### src/rtl/lpr_pkg.sv
// lpr_pkg: sizes, frame table row layout and lookup status for the LRU page
// replacement block. No dependencies; used by lpr_lookup and lru_page_replacement.
package lpr_pkg;

  localparam int NUM_FRAMES = 16;
  localparam int PAGE_BITS  = 16;

  localparam int PORT_PAGE_W = 16;
  localparam int PORT_FRAME_W = 4;
  localparam int CNT_W      = 16;
  localparam int CFG_W      = 5;
  localparam int CFG_RESET  = 16;

  localparam int FIDX_W  = (NUM_FRAMES > 1) ? $clog2(NUM_FRAMES) : 1;
  localparam int RANK_W  = FIDX_W;
  localparam int COUNT_W = $clog2(NUM_FRAMES + 1);

  typedef logic [PAGE_BITS-1:0] page_t;
  typedef logic [FIDX_W-1:0]    fidx_t;
  typedef logic [COUNT_W-1:0]   count_t;
  typedef logic [NUM_FRAMES-1:0] fvec_t;

  typedef struct packed {
    page_t             page;
    logic [RANK_W-1:0] rank;
  } frame_t;

  typedef frame_t [NUM_FRAMES-1:0] row_t;

  localparam int ROW_W = $bits(row_t);

  typedef struct packed {
    logic  hit;
    logic  fill;
    logic  evict;
    fidx_t frame;
  } lookup_t;

endpackage

### src/rtl/lpr_ram.sv
// lpr_ram: generic single-port-write, single-port-read RAM with registered read.
// No dependencies.
module lpr_ram #(
  parameter int WIDTH = 8,
  parameter int DEPTH = 16
) (
  input  logic                                       clk,
  input  logic                                       we,
  input  logic [((DEPTH > 1) ? $clog2(DEPTH) : 1)-1:0] waddr,
  input  logic [WIDTH-1:0]                           wdata,
  input  logic                                       re,
  input  logic [((DEPTH > 1) ? $clog2(DEPTH) : 1)-1:0] raddr,
  output logic [WIDTH-1:0]                           rdata
);

  logic [WIDTH-1:0] mem [DEPTH];

  always_ff @(posedge clk) begin
    if (we) begin
      mem[waddr] <= wdata;
    end
    if (re) begin
      rdata <= mem[raddr];
    end
  end

endmodule

### src/rtl/lpr_lookup.sv
// lpr_lookup: parallel page match, empty-frame and victim search, and the
// recency rank update of one frame table row. Depends on lpr_pkg.
module lpr_lookup (
  input  lpr_pkg::row_t    row,
  input  lpr_pkg::fvec_t   valid,
  input  lpr_pkg::page_t   page,
  input  lpr_pkg::count_t  active_n,
  output lpr_pkg::lookup_t res,
  output lpr_pkg::row_t    row_next,
  output lpr_pkg::fvec_t   valid_next,
  output lpr_pkg::page_t   ev_page
);

  lpr_pkg::fvec_t  active;
  lpr_pkg::fvec_t  match;
  lpr_pkg::fvec_t  empty;
  lpr_pkg::fvec_t  is_max;
  logic            hit_found;
  logic            empty_found;
  lpr_pkg::fidx_t  hit_f;
  lpr_pkg::fidx_t  empty_f;
  lpr_pkg::fidx_t  victim_f;
  lpr_pkg::fidx_t  f;
  logic [lpr_pkg::RANK_W-1:0] f_rank;

  always_comb begin
    for (int j = 0; j < lpr_pkg::NUM_FRAMES; j++) begin
      active[j] = (lpr_pkg::COUNT_W'(j) < active_n);
      match[j]  = active[j] && valid[j] && (row[j].page == page);
      empty[j]  = active[j] && !valid[j];
    end
    for (int j = 0; j < lpr_pkg::NUM_FRAMES; j++) begin
      is_max[j] = active[j];
      for (int k = 0; k < lpr_pkg::NUM_FRAMES; k++) begin
        if (active[k] && (row[k].rank > row[j].rank)) begin
          is_max[j] = 1'b0;
        end
      end
    end
    hit_found   = 1'b0;
    empty_found = 1'b0;
    hit_f       = '0;
    empty_f     = '0;
    victim_f    = '0;
    for (int j = lpr_pkg::NUM_FRAMES - 1; j >= 0; j--) begin
      if (match[j]) begin
        hit_found = 1'b1;
        hit_f     = lpr_pkg::FIDX_W'(j);
      end
      if (empty[j]) begin
        empty_found = 1'b1;
        empty_f     = lpr_pkg::FIDX_W'(j);
      end
      if (is_max[j]) begin
        victim_f = lpr_pkg::FIDX_W'(j);
      end
    end
  end

  always_comb begin
    res.hit   = hit_found;
    res.fill  = !hit_found && empty_found;
    res.evict = !hit_found && !empty_found;
    if (hit_found) begin
      f = hit_f;
    end else if (empty_found) begin
      f = empty_f;
    end else begin
      f = victim_f;
    end
    res.frame = f;
    f_rank    = row[f].rank;
  end

  always_comb begin
    for (int j = 0; j < lpr_pkg::NUM_FRAMES; j++) begin
      row_next[j] = row[j];
      if (lpr_pkg::FIDX_W'(j) == f) begin
        row_next[j].rank = '0;
        if (!res.hit) begin
          row_next[j].page = page;
        end
      end else if (valid[j] && (res.fill || (row[j].rank < f_rank))) begin
        row_next[j].rank = row[j].rank + 1'b1;
      end
      valid_next[j] = valid[j] || (res.fill && (lpr_pkg::FIDX_W'(j) == f));
    end
    ev_page = res.evict ? row[f].page : '0;
  end

endmodule

### src/rtl/lru_page_replacement.sv
// lru_page_replacement: top level; frame table RAM, valid bits, counters,
// request control. Depends on lpr_pkg, lpr_ram, lpr_lookup.
//
//   channel   ports                                         handshake
//   request   page_number                                   start, busy
//   result    page_hit frame_touched evicted_valid          done (one cycle)
//             evicted_page total_hits total_faults
//   config    frames_in_use                                 frames_in_use_we
//
// For each request, the frame table row is read from the RAM at
// accept, then compared, updated and written back in the following cycle,
// while busy is high. done pulses in the cycle after that.
// Frame valid bits are flops, so reset needs no clearing pass.
// The result side cannot stall.
module lru_page_replacement (
  input  logic                               clk,
  input  logic                               rst,
  input  logic                               start,
  output logic                               busy,
  input  logic [lpr_pkg::PORT_PAGE_W-1:0]    page_number,
  input  logic                               frames_in_use_we,
  input  logic [lpr_pkg::CFG_W-1:0]          frames_in_use,
  output logic                               done,
  output logic                               page_hit,
  output logic [lpr_pkg::PORT_FRAME_W-1:0]   frame_touched,
  output logic                               evicted_valid,
  output logic [lpr_pkg::PORT_PAGE_W-1:0]    evicted_page,
  output logic [lpr_pkg::CNT_W-1:0]          total_hits,
  output logic [lpr_pkg::CNT_W-1:0]          total_faults
);

  logic                      accept;
  logic [lpr_pkg::CFG_W-1:0] cfg_frames;
  lpr_pkg::count_t           active_n;
  lpr_pkg::page_t            page;
  lpr_pkg::fvec_t            frame_valid;
  lpr_pkg::fvec_t            valid_next;
  lpr_pkg::row_t             row;
  lpr_pkg::row_t             row_next;
  lpr_pkg::lookup_t          res;
  lpr_pkg::page_t            ev_page;
  logic [lpr_pkg::CNT_W-1:0] hit_total;
  logic [lpr_pkg::CNT_W-1:0] fault_total;
  logic [lpr_pkg::CNT_W-1:0] hit_total_next;
  logic [lpr_pkg::CNT_W-1:0] fault_total_next;
  logic [lpr_pkg::ROW_W-1:0] rdata;

  assign accept = start && !busy;
  assign row    = lpr_pkg::row_t'(rdata);

  always_comb begin
    if (cfg_frames == '0) begin
      active_n = lpr_pkg::COUNT_W'(1);
    end else if (32'(cfg_frames) > 32'(lpr_pkg::NUM_FRAMES)) begin
      active_n = lpr_pkg::COUNT_W'(lpr_pkg::NUM_FRAMES);
    end else begin
      active_n = lpr_pkg::COUNT_W'(cfg_frames);
    end
  end

  lpr_ram #(
    .WIDTH (lpr_pkg::ROW_W),
    .DEPTH (1)
  ) u_table (
    .clk   (clk),
    .we    (busy),
    .waddr (1'b0),
    .wdata (lpr_pkg::ROW_W'(row_next)),
    .re    (accept),
    .raddr (1'b0),
    .rdata (rdata)
  );

  lpr_lookup u_lookup (
    .row        (row),
    .valid      (frame_valid),
    .page       (page),
    .active_n   (active_n),
    .res        (res),
    .row_next   (row_next),
    .valid_next (valid_next),
    .ev_page    (ev_page)
  );

  always_comb begin
    hit_total_next   = hit_total;
    fault_total_next = fault_total;
    if (res.hit) begin
      if (hit_total != '1) begin
        hit_total_next = hit_total + 1'b1;
      end
    end else if (fault_total != '1) begin
      fault_total_next = fault_total + 1'b1;
    end
  end

  always_ff @(posedge clk) begin
    if (rst) begin
      busy        <= 1'b0;
      done        <= 1'b0;
      frame_valid <= '0;
      hit_total   <= '0;
      fault_total <= '0;
      cfg_frames  <= lpr_pkg::CFG_W'(lpr_pkg::CFG_RESET);
    end else begin
      done <= busy;
      if (frames_in_use_we) begin
        cfg_frames <= frames_in_use;
      end
      if (accept) begin
        busy <= 1'b1;
      end
      if (busy) begin
        busy        <= 1'b0;
        frame_valid <= valid_next;
        hit_total   <= hit_total_next;
        fault_total <= fault_total_next;
      end
    end
  end

  always_ff @(posedge clk) begin
    if (accept) begin
      page <= lpr_pkg::PAGE_BITS'(page_number);
    end
    if (busy) begin
      page_hit      <= res.hit;
      frame_touched <= lpr_pkg::PORT_FRAME_W'(res.frame);
      evicted_valid <= res.evict;
      evicted_page  <= lpr_pkg::PORT_PAGE_W'(ev_page);
    end
  end

  assign total_hits   = hit_total;
  assign total_faults = fault_total;

`ifndef SYNTHESIS
  a_busy_one_cycle: assert property (@(posedge clk) disable iff (rst)
    busy |=> (!busy && done))
    else $error("request held busy for more than one cycle");

  a_hit_no_evict: assert property (@(posedge clk) disable iff (rst)
    (done && page_hit) |-> (!evicted_valid && (evicted_page == '0)))
    else $error("hit reported an eviction");

  a_valid_monotonic: assert property (@(posedge clk) disable iff (rst)
    1'b1 |=> ((frame_valid & $past(frame_valid)) == $past(frame_valid)))
    else $error("frame valid bit cleared");

  a_counters_idle: assert property (@(posedge clk) disable iff (rst)
    !busy |=> ($stable(hit_total) && $stable(fault_total)))
    else $error("counter changed without a request");
`endif

endmodule

### config.mk
export PLATFORM = sky130hd
export DESIGN_NAME = lru_page_replacement
export DESIGN_NICKNAME = d
export VERILOG_FILES = /design/src/rtl/lpr_pkg.sv /design/src/rtl/lpr_ram.sv /design/src/rtl/lpr_lookup.sv /design/src/rtl/lru_page_replacement.sv
export SDC_FILE = /design/constraint.sdc
export NUM_CORES = 2
export LEC_CHECK = 0
export BUFFER_PORTS_ARGS = -buffer_cell sky130_fd_sc_hd__buf_2
export CAP_MARGIN = 10
export CORE_UTILIZATION = 29
export DETAILED_ROUTE_END_ITERATION = 8
export GPL_ROUTABILITY_DRIVEN = 0
export PLACE_DENSITY = 0.47
export SYNTH_ARGS = -nofsm -noshare
export SYNTH_HDL_FRONTEND = slang
export SYNTH_SLANG_ARGS = --single-unit
### constraint.sdc
create_clock -name clk -period 144.4 [get_ports clk]
set_input_delay 7.22 -clock clk [delete_from_list [all_inputs] [get_ports clk]]
set_output_delay 7.22 -clock clk [all_outputs]
set_load 0.1 [all_outputs]
==> key figures <==
Worst setup path
  • Max FO, Critical Path: roughly 150
  • R2R Path Start: cfg_frames[4]$_SDFFE_PP1P_
  • Crit-path cells: buf_2 > nor2b_4 > buf_12 > buf_4
  • Reg2reg setup slack: about 140 ns
  • Worst Setup Path Type: in -> reg
  • Critical path capture point type: flip-flop
  • Slowest CP cell: buf_4
  • Startpoint Class: input port
  • CP top delay family: buffers and inverters
  • Reg2reg path depth: 23
  • CP arrival: ~9.6 ns
  • FF-to-FF End: u_table.mem[0][183]$_SDFFCE_PN0P_
  • WP buf/inv: 3
  • WP data required: ~140 ns
  • CP peak stage delay: between 0.7 and 0.8 ns

Layout
  • Most frequent cells in the layout: edfxtp_1, ha_1, nand2_1
  • Share of cells above drive strength 1: between 10% and 20%
  • Area Growth Syn to Fin: 12.5%
  • Nets: around 4900
  • Final instance area: around 54000 um2
  • Most common cell after layout, fill and taps aside: edfxtp_1

Logic synthesis
  • Synth Area in Compound Gates: a little over an eighth
  • XOR/XNOR Fraction of Synth Area: 5.23%
  • Post-synthesis instance total: 4291
  • Simple-Gate Fraction of Synth Area: between 10% and 20%
  • Syn_nets: approximately 5000
  • Proportion of synthesized area in mux cells: under 10%
  • EDFF count, synth: between 600 and 700
  • Warnings, synthesis: 0
  • Number of synthesized register bits: roughly 730
  • Synth Area in Adders: ~14%
  • Ys flop type: edfxtp_1
  • Seq/Total Area, Yosys: between 40% and 50%
  • Async set-or-reset flop fraction in the synthesized netlist: 0%
  • Largest family of logic cells by synthesized area: adder cells
  • Post-synth design cell area: approximately 48000 um2
  • Avg Cell Area, Syn: 11.1 um2
  • Yosys cell types: 86

GRT
  • Vias in the first global route: 35600
  • Grt ovf: 0
  • All-Layer GR Usage: between 20 and 25%
  • Initial antenna violation count: 5
  • First-pass GRT wire length: 256 mm
  • Pin count of the biggest net entering global routing: roughly 150

Flow run
  • Max-capacitance violation count: 0

Clock tree
  • Reg clk slew, reported paths: ~0.06 ns
  • Clock root buffer master: clkbuf_16
  • CTS Buffer Depth: 3
  • Cts hold-fix bufs: 0
  • Clk sink count: between 700 and 800
  • CTS tree: done
  • Post-CTS resize count: 0
  • Worst-Skew Late Latency: 0.72 ns
  • TritonCTS Buffers: 86
  • H-tree depth: 3
  • Postcts setup bufs: 0

STA
  • FMAX: 0.107 GHz
  • RSZ-0062 raised after global routing: no
  • Max-slew violations: 0
  • Worst-Margin Slew: ~1.2 ns
  • Max transition margin: between 15 and 20%
  • Tcrit/Tclk final: 6.49%
  • Setup_tns: 0 ns
  • Fin. Hold Viols: 0
  • Worst-case clock skew: about 0.073 ns
  • Final min period: ~9.4 ns
  • Final setup violation count: 0

Power and ir drop
  • Leakage Power: 19.8 nW
  • Peak VDD IR: a little under 0.000009 V
  • P per Cell Area: 10.6 nW/um2
  • Total power: 0.569 mW

Hold path
  • Hold path endpoint: u_table.rdata[257]$_DFFE_PP_
  • Worst min path class: reg -> reg
  • Hold Path Stages: 0
  • Hold Crit Start: u_table.mem[0][257]$_DFFE_PP_

Routing
  • DRC: 0
  • Pre-Repair DR Iteration Count: 5
  • Vias: 37200
  • Wire per inst: 26.9 um
  • Total Wirelength: between 150 and 200 mm
  • Iteration-0 DRC Markers: 3523
  • Vias per Instance: between 5 and 6
  • Detail Route Antenna Nets: 0

Floorplan
  • Standard-cell rows: 148
  • Die H: 408 um
  • Die area: roughly 170000 um2
  • Initial core utilization: 29.3%
  • Die X: 408 um
  • IO Pins: just over 80
  • Core ar.: roughly 160000 um2

Place
  • DP Area: 50900 um2
  • PortBufs: 80
  • Final HPWL from detailed placement: between 100 and 150 mm

Run status
  • Outcome: finished, final reports clean
-- power breakdown --
group          switching, mW  leakage (nW)  internal, mW
clock network         0.0953          1.36         0.124
registers            0.00833          6.87         0.243
logic                 0.0651          11.5        0.0323
-- worst max path at each step --
stage / startpoint / cells after the start / to
floorplan: busy$_SDFF_PP0_ / 1 / page[0]$_DFFE_PP_
global placement: start / 4 / u_table.rdata[40]$_DFFE_PP_
CTS: start / 4 / u_table.rdata[120]$_DFFE_PP_
global route: cfg_frames[4]$_SDFFE_PP1P_ / 22 / u_table.mem[0][183]$_SDFFCE_PN0P_
detailed placement: start / 4 / u_table.rdata[100]$_DFFE_PP_
finish: start / 4 / u_table.rdata[120]$_DFFE_PP_
-- worst register-to-register path: stages, from the launching register on --
cell       delay [ns]
dfxtp_2          0.50
buf_4            0.38
nor2_2           0.88
nor2_1           0.12
nand4_1          0.32
nand4b_1         0.24
nor3_1           0.44
or3b_1           0.76
inv_4            0.40
o211ai_2         0.26
o211ai_4         0.76
buf_12           0.57
nand2_1          0.14
o211ai_1         0.11
o21ai_0          0.18
o211ai_1         0.34
o21ai_2          0.27
buf_4            0.28
ha_1             0.32
a2111oi_0        0.56
nand2_1          0.15
or3_1            0.40
a2111oi_2        0.34
mux2_2           0.38
-- cell families after synthesis --
kind of cell | count (synthesis)
compound gates | 955
xor+xnor | 285
fa+ha+maj | 546
buf+inv | 330
flops | 733
mux | 290
simple gates | 1152
-- stage by stage --
stage               hold slack (ns)  setup slack [ns]  util, %  instances
floorplan                     0.400             95.33        -       4291
global placement              0.400            134.32     31.2       6454
detailed placement            0.405            134.30     31.2       6454
CTS                           0.387            135.00     32.9       6616
global route                  0.390            134.67     32.9       6616
finish                        0.382            135.03     32.9       6617
-- Yosys cell counts, types with 86 or more instances --
cell type | number | area [um2]
edfxtp_1 | 678 | 20400
ha_1 | 546 | 6830
nand2_1 | 323 | 1210
a21oi_1 | 291 | 1460
mux2_2 | 266 | 3000
o21ai_0 | 194 | 971
xnor2_1 | 184 | 1610
nand3_1 | 174 | 871
nor2_1 | 147 | 552
nand4_1 | 134 | 838
inv_1 | 131 | 492
clkbuf_1 | 108 | 405
xor2_1 | 101 | 885
o211ai_1 | 86 | 646
-- sequential cells by signal, summed over array words and instances, names as in the netlist --
register       flops
u_table.mem      320
frame_valid       16
page_hit           1
frame_touched      4
busy               1
u_table.rdata    320
evicted_valid      1
page              16
evicted_page      16
total_hits        16
done               1
cfg_frames         5
total_faults      16
-- layer usage --
layer  routed length [um]  global-route usage (%)
met1                81900                    29.4
met2                78200                    32.0
met3                11000                    2.97
met4                 7080                    7.67
met5                   13                       0
-- area by class of cell --
type,count,area [um2]
Antenna cell,1,2.50
Clock buffer,107,2270
Clock inverter,55,571
Fill cell,16400,109000
Inverter,134,510
Multi-Input combinational cell,3228,25000
Sequential cell,733,21500
Tap cell,2175,2720
Timing Repair Buffer,184,1230
No activity file was read; power rests on OpenSTA's default activity.
